==> src/hw/rtl/apr_pkg.sv <==
package apr_pkg;

    // Fixed field widths of the external interface.
    localparam int unsigned COUNT_W     = 32;
    localparam int unsigned FRAME_IDX_W = 4;
    localparam int unsigned CFG_W       = 5;
    localparam int unsigned APB_DATA_W  = 32;
    localparam int unsigned APB_ADDR_W  = 3;

    // Register map, by word index.
    localparam logic [0:0] REG_ACTIVE_FRAMES = 1'b0;

    // Value of active_frames after reset.
    localparam logic [CFG_W-1:0] ACTIVE_RESET = 5'd16;

    // Result of one reference, apart from the evicted page number.
    typedef struct packed {
        logic                   hit;
        logic [FRAME_IDX_W-1:0] frame_index;
        logic                   evicted_valid;
        logic [COUNT_W-1:0]     hit_total;
        logic [COUNT_W-1:0]     miss_total;
    } t_result;

endpackage

==> src/hw/rtl/apr_ram.sv <==
module apr_ram #(
    parameter int unsigned WIDTH = 8,
    parameter int unsigned DEPTH = 16,
    localparam int unsigned AW   = (DEPTH > 1) ? $clog2(DEPTH) : 1
) (
    input  logic             i_clk,
    input  logic             i_we,
    input  logic [AW-1:0]    i_waddr,
    input  logic [WIDTH-1:0] i_wdata,
    input  logic             i_re,
    input  logic [AW-1:0]    i_raddr,
    output logic [WIDTH-1:0] o_rdata
);

    logic [WIDTH-1:0] r_mem [DEPTH];
    logic [WIDTH-1:0] r_rdata;

    always_ff @(posedge i_clk) begin
        if (i_we) begin
            r_mem[i_waddr] <= i_wdata;
        end
        if (i_re) begin
            r_rdata <= r_mem[i_raddr];
        end
    end

    assign o_rdata = r_rdata;

endmodule

==> src/hw/rtl/apr_ctrl.sv <==
module apr_ctrl #(
    parameter int unsigned MAX_FRAMES = 16,
    parameter int unsigned AGE_BITS   = 32,
    parameter int unsigned PAGE_BITS  = 20,
    localparam int unsigned IDX_W     = (MAX_FRAMES > 1) ? $clog2(MAX_FRAMES) : 1,
    localparam int unsigned CNT_W     = $clog2(MAX_FRAMES + 1)
) (
    input  logic                 i_clk,
    input  logic                 i_rst_n,
    input  logic                 i_start,
    input  logic [PAGE_BITS-1:0] i_page,
    input  logic [CNT_W-1:0]     i_frames,
    input  logic                 i_res_ready,
    output logic                 o_busy,
    output logic                 o_done,
    output apr_pkg::t_result     o_res,
    output logic [PAGE_BITS-1:0] o_ev_page
);

    localparam int unsigned WORD_W = PAGE_BITS + AGE_BITS;
    localparam logic [AGE_BITS-1:0] AGE_TOP = {1'b1, {(AGE_BITS-1){1'b0}}};

    typedef enum logic [3:0] {
        S_IDLE = 4'b0001,
        S_SCAN = 4'b0010,
        S_FIX  = 4'b0100,
        S_POST = 4'b1000
    } t_state;

    t_state                        r_state;
    logic [PAGE_BITS-1:0]          r_page;
    logic [CNT_W-1:0]              r_n;
    logic [CNT_W-1:0]              r_rd_idx;
    logic                          r_dvalid;
    logic [IDX_W-1:0]              r_d_idx;
    logic                          r_hit;
    logic [IDX_W-1:0]              r_hit_idx;
    logic [AGE_BITS-1:0]           r_hit_age;
    logic                          r_free;
    logic [IDX_W-1:0]              r_free_idx;
    logic                          r_have_min;
    logic [AGE_BITS-1:0]           r_min;
    logic [IDX_W-1:0]              r_min_idx;
    logic [PAGE_BITS-1:0]          r_min_tag;
    logic [MAX_FRAMES-1:0]         r_valid;
    logic [apr_pkg::COUNT_W-1:0]   r_hit_cnt;
    logic [apr_pkg::COUNT_W-1:0]   r_miss_cnt;
    apr_pkg::t_result              r_res;
    logic [PAGE_BITS-1:0]          r_ev_page;

    logic [apr_pkg::COUNT_W-1:0]   n_hit_cnt;
    logic [apr_pkg::COUNT_W-1:0]   n_miss_cnt;

    logic                 ram_we;
    logic [IDX_W-1:0]     ram_waddr;
    logic [WORD_W-1:0]    ram_wdata;
    logic                 ram_re;
    logic [IDX_W-1:0]     ram_raddr;
    logic [WORD_W-1:0]    ram_rdata;

    logic                 proc;
    logic                 last;
    logic                 ent_valid;
    logic [PAGE_BITS-1:0] ent_tag;
    logic [AGE_BITS-1:0]  ent_age;
    logic [IDX_W-1:0]     slot;
    logic [IDX_W+3:0]     slot_ext;
    logic [AGE_BITS-1:0]  fix_age;
    logic                 evict;

    apr_ram #(
        .WIDTH (WORD_W),
        .DEPTH (MAX_FRAMES)
    ) u_ram (
        .i_clk   (i_clk),
        .i_we    (ram_we),
        .i_waddr (ram_waddr),
        .i_wdata (ram_wdata),
        .i_re    (ram_re),
        .i_raddr (ram_raddr),
        .o_rdata (ram_rdata)
    );

    // A frame that was never filled reads as age zero; its tag is not used.
    assign ent_valid = r_valid[r_d_idx];
    assign ent_tag   = ram_rdata[AGE_BITS +: PAGE_BITS];
    assign ent_age   = ent_valid ? ram_rdata[AGE_BITS-1:0] : '0;

    assign ram_re    = (r_state == S_SCAN) && (r_rd_idx < r_n);
    assign ram_raddr = r_rd_idx[IDX_W-1:0];

    assign proc = (r_state == S_SCAN) && r_dvalid;
    assign last = proc && ((CNT_W'(r_d_idx) + CNT_W'(1)) == r_n);

    assign slot     = r_hit ? r_hit_idx : (r_free ? r_free_idx : r_min_idx);
    assign slot_ext = {4'b0000, slot};
    assign evict    = !r_hit && !r_free;
    assign fix_age  = r_hit ? ((r_hit_age >> 1) | AGE_TOP) : AGE_TOP;

    // Each scanned entry is written back aged by one step; the chosen frame
    // gets its final word in the fix-up cycle.
    assign ram_we    = proc || (r_state == S_FIX);
    assign ram_waddr = (r_state == S_FIX) ? slot : r_d_idx;
    assign ram_wdata = (r_state == S_FIX) ? {r_page, fix_age} : {ent_tag, ent_age >> 1};

    assign n_hit_cnt  = (r_hit && (r_hit_cnt != '1))
                      ? r_hit_cnt + apr_pkg::COUNT_W'(1) : r_hit_cnt;
    assign n_miss_cnt = (!r_hit && (r_miss_cnt != '1))
                      ? r_miss_cnt + apr_pkg::COUNT_W'(1) : r_miss_cnt;

    always_ff @(posedge i_clk) begin
        if (!i_rst_n) begin
            r_state    <= S_IDLE;
            r_valid    <= '0;
            r_hit_cnt  <= '0;
            r_miss_cnt <= '0;
            r_dvalid   <= 1'b0;
        end else begin
            case (r_state)
                S_IDLE: begin
                    if (i_start) begin
                        r_page     <= i_page;
                        r_n        <= i_frames;
                        r_rd_idx   <= '0;
                        r_dvalid   <= 1'b0;
                        r_hit      <= 1'b0;
                        r_free     <= 1'b0;
                        r_have_min <= 1'b0;
                        r_state    <= S_SCAN;
                    end
                end
                S_SCAN: begin
                    // The read port is already past the range when the last entry
                    // is processed, so the data-valid flag drops by itself.
                    r_dvalid <= ram_re;
                    r_d_idx  <= ram_raddr;
                    if (ram_re) begin
                        r_rd_idx <= r_rd_idx + CNT_W'(1);
                    end
                    if (proc) begin
                        if (!r_hit && ent_valid && (ent_tag == r_page)) begin
                            r_hit     <= 1'b1;
                            r_hit_idx <= r_d_idx;
                            r_hit_age <= ent_age;
                        end
                        if (!r_free && !ent_valid) begin
                            r_free     <= 1'b1;
                            r_free_idx <= r_d_idx;
                        end
                        if (!r_have_min || (ent_age < r_min)) begin
                            r_have_min <= 1'b1;
                            r_min      <= ent_age;
                            r_min_idx  <= r_d_idx;
                            r_min_tag  <= ent_tag;
                        end
                    end
                    if (last) begin
                        r_state <= S_FIX;
                    end
                end
                S_FIX: begin
                    r_valid[slot]       <= 1'b1;
                    r_hit_cnt           <= n_hit_cnt;
                    r_miss_cnt          <= n_miss_cnt;
                    r_res.hit           <= r_hit;
                    r_res.frame_index   <= slot_ext[3:0];
                    r_res.evicted_valid <= evict;
                    r_res.hit_total     <= n_hit_cnt;
                    r_res.miss_total    <= n_miss_cnt;
                    r_ev_page           <= evict ? r_min_tag : '0;
                    r_state             <= S_POST;
                end
                S_POST: begin
                    if (i_res_ready) begin
                        r_state <= S_IDLE;
                    end
                end
                default: begin
                    r_state <= S_IDLE;
                end
            endcase
        end
    end

    assign o_busy    = (r_state != S_IDLE);
    assign o_done    = (r_state == S_POST) && i_res_ready;
    assign o_res     = r_res;
    assign o_ev_page = r_ev_page;

    // The write-back trails the read by one entry, so they never collide.
    a_rw_apart: assert property (@(posedge i_clk) disable iff (!i_rst_n)
        (ram_we && ram_re) |-> (ram_waddr != ram_raddr))
        else $error("RAM read and write hit the same frame in one cycle");

    a_hit_valid: assert property (@(posedge i_clk) disable iff (!i_rst_n)
        ((r_state == S_FIX) && r_hit) |-> r_valid[r_hit_idx])
        else $error("hit recorded on a frame that is not valid");

    a_evict_min: assert property (@(posedge i_clk) disable iff (!i_rst_n)
        ((r_state == S_FIX) && evict) |-> r_have_min)
        else $error("eviction without a minimum-age candidate");

    a_scan_bound: assert property (@(posedge i_clk) disable iff (!i_rst_n)
        proc |-> (CNT_W'(r_d_idx) < r_n))
        else $error("scan processed a frame beyond the active range");

    a_done_idle: assert property (@(posedge i_clk) disable iff (!i_rst_n)
        o_done |=> (r_state == S_IDLE))
        else $error("sequencer did not return to idle after a result");

endmodule

==> src/hw/rtl/aging_page_replacement.sv <==
// Channel   Direction  Handshake                       Payload
// in        input      i_in_valid / o_in_stall         i_page_id
// out       output     o_out_valid / i_out_stall       o_hit, o_frame_index, o_evicted_valid,
//                                                      o_evicted_page, o_hit_total, o_miss_total
// cfg       APB        psel, penable, pwrite, pready   paddr, pwdata, prdata
//
// The frame table sits in one RAM that is swept one frame per cycle through its single read
// port; that sweep sets the rate.
// Reset is synchronous and active low. It clears all valid bits and the totals, and frames that
// are not valid read as age zero, so no clearing pass is needed; it sets active_frames to 16.
// A stalled output word is held in the output register while the next word is accepted and
// scanned; the sequencer waits for the output register before it hands over a new result.
module aging_page_replacement #(
    parameter int unsigned MAX_FRAMES = 16,
    parameter int unsigned AGE_BITS   = 32,
    parameter int unsigned PAGE_BITS  = 20
) (
    input  logic                                i_clk,
    input  logic                                i_rst_n,

    input  logic                                i_in_valid,
    output logic                                o_in_stall,
    input  logic [PAGE_BITS-1:0]                i_page_id,

    output logic                                o_out_valid,
    input  logic                                i_out_stall,
    output logic                                o_hit,
    output logic [apr_pkg::FRAME_IDX_W-1:0]     o_frame_index,
    output logic                                o_evicted_valid,
    output logic [PAGE_BITS-1:0]                o_evicted_page,
    output logic [apr_pkg::COUNT_W-1:0]         o_hit_total,
    output logic [apr_pkg::COUNT_W-1:0]         o_miss_total,

    input  logic                                psel,
    input  logic                                penable,
    input  logic                                pwrite,
    input  logic [apr_pkg::APB_ADDR_W-1:0]      paddr,
    input  logic [apr_pkg::APB_DATA_W-1:0]      pwdata,
    output logic [apr_pkg::APB_DATA_W-1:0]      prdata,
    output logic                                pready
);

    localparam int unsigned CNT_W = $clog2(MAX_FRAMES + 1);

    logic [apr_pkg::CFG_W-1:0] r_active;
    logic [CNT_W-1:0]          frames;
    logic                      cfg_sel;
    logic                      cfg_we;

    logic                      start;
    logic                      busy;
    logic                      done;
    logic                      res_ready;
    apr_pkg::t_result          res;
    logic [PAGE_BITS-1:0]      ev_page;

    logic                      r_out_valid;
    apr_pkg::t_result          r_out;
    logic [PAGE_BITS-1:0]      r_out_ev_page;

    // Configuration port. Registers are word addressed; the low address bits select a byte
    // lane and are ignored. Writes always complete in the access cycle.
    assign pready  = 1'b1;
    assign cfg_sel = (paddr[2] == apr_pkg::REG_ACTIVE_FRAMES);
    assign cfg_we  = psel && penable && pwrite && cfg_sel;
    assign prdata  = cfg_sel ? {{(apr_pkg::APB_DATA_W - apr_pkg::CFG_W){1'b0}}, r_active}
                             : '0;

    always_ff @(posedge i_clk) begin
        if (!i_rst_n) begin
            r_active <= apr_pkg::ACTIVE_RESET;
        end else if (cfg_we) begin
            r_active <= pwdata[apr_pkg::CFG_W-1:0];
        end
    end

    // A frame count of zero acts as one; any count above the table size acts as the table size.
    always_comb begin
        if (r_active == '0) begin
            frames = CNT_W'(1);
        end else if (32'(r_active) > MAX_FRAMES) begin
            frames = CNT_W'(MAX_FRAMES);
        end else begin
            frames = CNT_W'(r_active);
        end
    end

    // The sequencer accepts a reference only while idle.
    assign o_in_stall = busy;
    assign start      = i_in_valid && !busy;

    // The result register can take a new word when empty or when its word leaves now.
    assign res_ready = !r_out_valid || !i_out_stall;

    apr_ctrl #(
        .MAX_FRAMES (MAX_FRAMES),
        .AGE_BITS   (AGE_BITS),
        .PAGE_BITS  (PAGE_BITS)
    ) u_ctrl (
        .i_clk       (i_clk),
        .i_rst_n     (i_rst_n),
        .i_start     (start),
        .i_page      (i_page_id),
        .i_frames    (frames),
        .i_res_ready (res_ready),
        .o_busy      (busy),
        .o_done      (done),
        .o_res       (res),
        .o_ev_page   (ev_page)
    );

    always_ff @(posedge i_clk) begin
        if (!i_rst_n) begin
            r_out_valid <= 1'b0;
        end else if (done) begin
            r_out_valid <= 1'b1;
        end else if (!i_out_stall) begin
            r_out_valid <= 1'b0;
        end
    end

    always_ff @(posedge i_clk) begin
        if (done) begin
            r_out         <= res;
            r_out_ev_page <= ev_page;
        end
    end

    assign o_out_valid     = r_out_valid;
    assign o_hit           = r_out.hit;
    assign o_frame_index   = r_out.frame_index;
    assign o_evicted_valid = r_out.evicted_valid;
    assign o_evicted_page  = r_out_ev_page;
    assign o_hit_total     = r_out.hit_total;
    assign o_miss_total    = r_out.miss_total;

endmodule

==> config.mk <==
export PLATFORM = sky130hd
export DESIGN_NAME = aging_page_replacement
export DESIGN_NICKNAME = d
export VERILOG_FILES = /design/src/hw/rtl/apr_pkg.sv /design/src/hw/rtl/apr_ram.sv /design/src/hw/rtl/apr_ctrl.sv /design/src/hw/rtl/aging_page_replacement.sv
export SDC_FILE = /design/constraint.sdc
export NUM_CORES = 1
export LEC_CHECK = 0
export ABC_AREA = 1
export BUFFER_PORTS_ARGS = -buffer_cell sky130_fd_sc_hd__buf_2
export CAP_MARGIN = 20
export CORE_MARGIN = 1.5
export CORE_UTILIZATION = 50
export DETAILED_ROUTE_END_ITERATION = 10
export PLACE_DENSITY = 0.68
export REMOVE_ABC_BUFFERS = 1
export SYNTH_ARGS = -nofsm -noshare
export SYNTH_HDL_FRONTEND = slang
export SYNTH_HIERARCHICAL = 1
export SYNTH_SLANG_ARGS = --single-unit
==> constraint.sdc <==
create_clock -name i_clk -period 5.8 [get_ports i_clk]
set_input_delay 1.16 -clock i_clk [delete_from_list [all_inputs] [get_ports i_clk]]
set_output_delay 1.16 -clock i_clk [all_outputs]
set_load 0.02 [all_outputs]
==> results by stage <==
Status:
- The flow ran to the end, and the final reports show no timing, DRC or antenna violations.

Worst setup path:
- The critical path data arrival time is 5200 ps.
- The maximum fanout along the worst path is 42.
- The slowest cell on the critical path is sky130_fd_sc_hd__edfxtp_1.
- The end of the worst register-to-register path is u_ctrl/r_min[28]$_DFFE_PP_.
- In this run the critical register-to-register path is launched from u_ctrl/r_d_idx[0]$_DFFE_PP_.
- The type of the worst setup path is reg -> reg.
- The worst setup path is captured at a flop.
- Data on the critical path is required at its endpoint by 6160 ps.
- The depth of the worst register-to-register path is 17.
- The startpoint kind of the worst setup timing path is a flop.
- The critical path goes through inv_1, nand2_1, nand3_1, nand3_1, nand3_1, nand2_2, buf_4, nor2_1, ha_1, a21oi_1, o21ai_0, nand2_1, o211ai_1, a21oi_1, nand2_1, a21oi_4, buf_4.
- The termination of the worst setup path is u_ctrl/r_min[28]$_DFFE_PP_.
- The most critical setup path has its startpoint at u_ctrl/r_d_idx[0]$_DFFE_PP_.
- The cell family with the largest share of critical-path delay is simple AND/OR/NAND/NOR gates.
- Counting buffers and inverters, the worst setup path is 17 cells deep.
- The number of buffer and inverter stages on the critical path is 3.
- The minimum setup slack among reg-to-reg paths is 960 ps.
- The largest single stage delay on the critical path is 630 ps.

Clocking:
- Buffers inserted to repair hold after CTS numbered 0.
- Clock-pin slew was measured on the worst setup and hold paths at 60 ps.
- The clock tree root driver cell is sky130_fd_sc_hd__clkbuf_16.
- Post-CTS timing repair inserted 0 buffers for setup.
- The later pin in the worst-skew pair is clocked with a latency of 760 ps.
- The clock sink count is approximately 1,300.
- CTS built an H-tree with a depth of 4.
- The buffer depth of the longest clock path is 3.
- The count of instances resized after the clock tree is built is 0.
- The number of clock buffers added by TritonCTS is 133.
- The TritonCTS clock tree is yes.

Layout:
- The fraction of layout cells with a size suffix above 1 is 8.37%.
- Relative to the synthesized area, the layout overhead comes to 11.8%.
- The number of nets in the final layout is ~5,300.
- The repair_antennas step left the layout with diodes totalling 0.

Power and ir drop:
- The switching power as a share of total power is between 20% and 30%.
- Of the total power, combinational logic draws 10.3%.
- The power density of the placed cells is 340 nW/um^2.
- The internal portion of the total power is 0.0156 W.
- The proportion of power drawn by flip-flops and latches is 50.2%.
- The part of the power in the clock network is 39.5%.
- The peak supply drop is 0.285 mV.
- The total leakage power is 25.5 nW.
- The reported net switching power is 0.00521 W.

Route:
- Dividing the detail-routed wire length by the instance count gives about 19 um.
- The total routed wirelength is 126,000 um.
- The pre-antenna-repair detailed-routing pass consisted of 6 iterations.
- Once detail routing completed, the nets flagged for antenna violations numbered 0.
- In the routed layout, each cell is associated on average with a via count of 5.26.
- The residual DRC count is 0.
- In this run, the number of DRC markers left after iteration 0 of detailed routing was 3,731.
- The detailed router placed 35,600 vias in this run.

STA:
- The transition at the pin with the smallest max-transition slack is between 1000 and 1500 ps.
- After layout, the minimum clock period comes to 4840 ps.
- Timing would allow up to between 200 and 250 MHz.
- Setup violations remaining at the end of the flow were counted as 0.
- The worst slack on hold paths is 407 ps.
- Setup repair after global routing left no endpoint under its margin.
- The worst path setup slack after routing is 962 ps.
- In the finished design, the share of the clock period the worst path needs comes to between 80 and 90%.
- The worst relative slew slack is a little over a fifth.
- The count of final max-slew check failures was 0.
- The final count of hold timing violations is 0.
- The clock skew after layout is 28.9 ps.

Synthesis:
- The yosys synthesis warning count is 6.
- The area share of the leading cell type in the synthesized netlist is 65.7%.
- The average instance in the mapped netlist occupies 10.6 um^2.
- After synthesis, the cell types taking the most area are sky130_fd_sc_hd__edfxtp_1, sky130_fd_sc_hd__nand2_1, sky130_fd_sc_hd__nand3_1, sky130_fd_sc_hd__inv_1, sky130_fd_sc_hd__dfxtp_1.
- By count the netlist is led by sky130_fd_sc_hd__nand2_1, sky130_fd_sc_hd__edfxtp_1, sky130_fd_sc_hd__inv_1, sky130_fd_sc_hd__nand3_1, sky130_fd_sc_hd__nor2_1.
- The sequential area share after synthesis is 69.0%.
- The number of enable-type register cells in the synthesized netlist is 1,196.
- The cell taking the most area after synthesis is sky130_fd_sc_hd__edfxtp_1.
- The netlist area before placement is 54,700 um^2.
- Among all flip-flop cells after synthesis, the most frequent one is sky130_fd_sc_hd__edfxtp_1.
- The share of flip-flops with an asynchronous set or reset after synthesis is 0%.
- The most frequently used cell type in the post-synthesis netlist is sky130_fd_sc_hd__nand2_1.
- The number of distinct library cells after synthesis is 48.
- The cell count after synthesis came out at approximately 5,100.
- The register bit total from synthesis is 1,287.

Placed design:
- The port buffer count is 129.
- The weighted congestion at the end of routability-driven global placement is 0.842.
- OpenSTA, run right after detailed placement, puts the worst setup slack at 987 ps.
- After legalization and detailed placement, the total HPWL measured 66,200 um.

GRT:
- The number of global-route vias before repair is approximately 34,000.
- Global routing consumed, over all layers together, 22.6% of the routing resources.
- Entering global routing, the biggest net connects 146 pins.
- The number of antenna violations at the first check in global routing is 0.
- The first-pass GRT wire length is about 190,000 um.
- After global routing the overflow that remains totals 0.

Die:
- The placeable core area is 109,000 um^2.
- Measured along the x axis, the die boundary spans between 300 and 400 um.
- In this run the count of I/O pins placed on the die edge is between 150 and 200.
- The die covers 111,000 um^2.
- The floorplan has 121 rows.
- The starting density of the core is 50.3%.
- The die outline height is 334 um.

Hold path:
- The worst hold path belongs to the class reg -> reg.

Job:
- The tool flagged a number of max-cap violations equal to 0.
## cells in the final DEF (no fill, tap or decap), types with 84 or more instances in the layout
cell                        instances
sky130_fd_sc_hd__nand2_1         1371
sky130_fd_sc_hd__buf_2            129
sky130_fd_sc_hd__edfxtp_1        1196
sky130_fd_sc_hd__nor2_1           181
sky130_fd_sc_hd__o21ai_0           88
sky130_fd_sc_hd__nand3_1          705
sky130_fd_sc_hd__a21oi_1           84
sky130_fd_sc_hd__inv_1            897
sky130_fd_sc_hd__dfxtp_1           91
sky130_fd_sc_hd__clkbuf_16        133
## worst register-to-register path, cell delays in order (launching register included)
cell and delay (ps):
sky130_fd_sc_hd__edfxtp_1 630, sky130_fd_sc_hd__inv_1 320, sky130_fd_sc_hd__nand2_1 80, sky130_fd_sc_hd__nand3_1 80, sky130_fd_sc_hd__nand3_1 80, sky130_fd_sc_hd__nand3_1 140
sky130_fd_sc_hd__nand2_2 470, sky130_fd_sc_hd__buf_4 430, sky130_fd_sc_hd__nor2_1 230, sky130_fd_sc_hd__ha_1 300, sky130_fd_sc_hd__a21oi_1 160, sky130_fd_sc_hd__o21ai_0 120
sky130_fd_sc_hd__nand2_1 80, sky130_fd_sc_hd__o211ai_1 100, sky130_fd_sc_hd__a21oi_1 150, sky130_fd_sc_hd__nand2_1 220, sky130_fd_sc_hd__a21oi_4 190, sky130_fd_sc_hd__buf_4 600
## layer usage
metal / routed length [um] / vias to the layer above / global-route usage [%] / share of wire (%)
li1: - / 17000 / - / -
met1: 52600 / 17000 / 30.1 / 42
met2: 60600 / 1411 / 37.8 / 48
met3: 9340 / 246 / 3.71 / 7.4
met4: 3360 / 0 / 7.66 / 2.7
met5: 0 / - / 0 / 0
## power groups by stage
stage | Clock [W] | Combinational (W) | Sequential, W
finish | 0.00821 | 0.00214 | 0.0104
detailed placement | 0 | 0.00210 | 0.0106
floorplan | 0 | 0.00138 | 0.0108
global route | 0.00871 | 0.00235 | 0.0104
CTS | 0.00835 | 0.00212 | 0.0104
global placement | 0 | 0.00207 | 0.0106
## metrics by stage
| stage | cell area, um^2 | std cells | util (%) | total power, W | TNS (ps) |
|---|---|---|---|---|---|
| floorplan | 53600 | 4919 | - | 0.0122 | -3987680 |
| global placement | 56800 | 6521 | 52.3 | 0.0127 | 0 |
| detailed placement | 56900 | 6522 | 52.3 | 0.0127 | 0 |
| CTS | 61100 | 6762 | 56.2 | 0.0209 | 0 |
| global route | 61100 | 6767 | 56.2 | 0.0215 | 0 |
| finish | 61100 | 6767 | 56.2 | 0.0208 | 0 |
## cell families after synthesis
kind of cell,share of synthesized area [%]
compound gates,2.11
other cells,0.0137
simple gates,18.3
fa+ha+maj,0.892
xor+xnor,1.23
flops,69.0
buf+inv,8.45
## final cells by class
| class | count | area (um^2) |
|---|---|---|
| clock buffers | 161 | 3460 |
| clock inverters | 79 | 736 |
| fillers | 8776 | 47600 |
| inverters | 911 | 3440 |
| multi-input cells | 2721 | 12600 |
| flip-flops and latches | 1287 | 37700 |
| well taps | 1414 | 1770 |
| repair buffers | 194 | 1370 |
## worst min path at each step
stage	start	endpoint	slack, ps	depth (start not counted)
2_1_floorplan	u_ctrl/o_ev_page[0]$_SDFFCE_PN0P_	o_evicted_page[0]$_DFFE_PP_	400	0
3_3_place_gp	u_ctrl/o_ev_page[10]$_SDFFCE_PN0P_	o_evicted_page[10]$_DFFE_PP_	400	0
3_5_place_dp	u_ctrl/o_ev_page[9]$_SDFFCE_PN0P_	o_evicted_page[9]$_DFFE_PP_	400	0
4_1_cts	u_ctrl/o_res[36]$_DFFE_PP_	o_hit_total[4]$_DFFE_PP_	410	0
5_1_grt	u_ctrl/o_res[36]$_DFFE_PP_	o_hit_total[4]$_DFFE_PP_	420	0
6_report	u_ctrl/o_res[36]$_DFFE_PP_	o_hit_total[4]$_DFFE_PP_	410	0
## flip-flops by register name (all words and copies together), names as in the netlist, 5 cells and up
signal	flops
u_ctrl/u_ram/r_mem	832
u_ctrl/o_res	70
u_ctrl/u_ram/o_rdata	52
o_hit_total	32
o_miss_total	32
u_ctrl/r_hit_cnt	32
u_ctrl/r_min	32
u_ctrl/r_miss_cnt	32
u_ctrl/r_hit_age	31
o_evicted_page	20
u_ctrl/o_ev_page	20
u_ctrl/r_min_tag	20
u_ctrl/r_page	20
u_ctrl/r_valid	16
r_active	5
u_ctrl/r_n	5
u_ctrl/r_rd_idx	5
No activity file was read; power rests on OpenSTA's default activity.
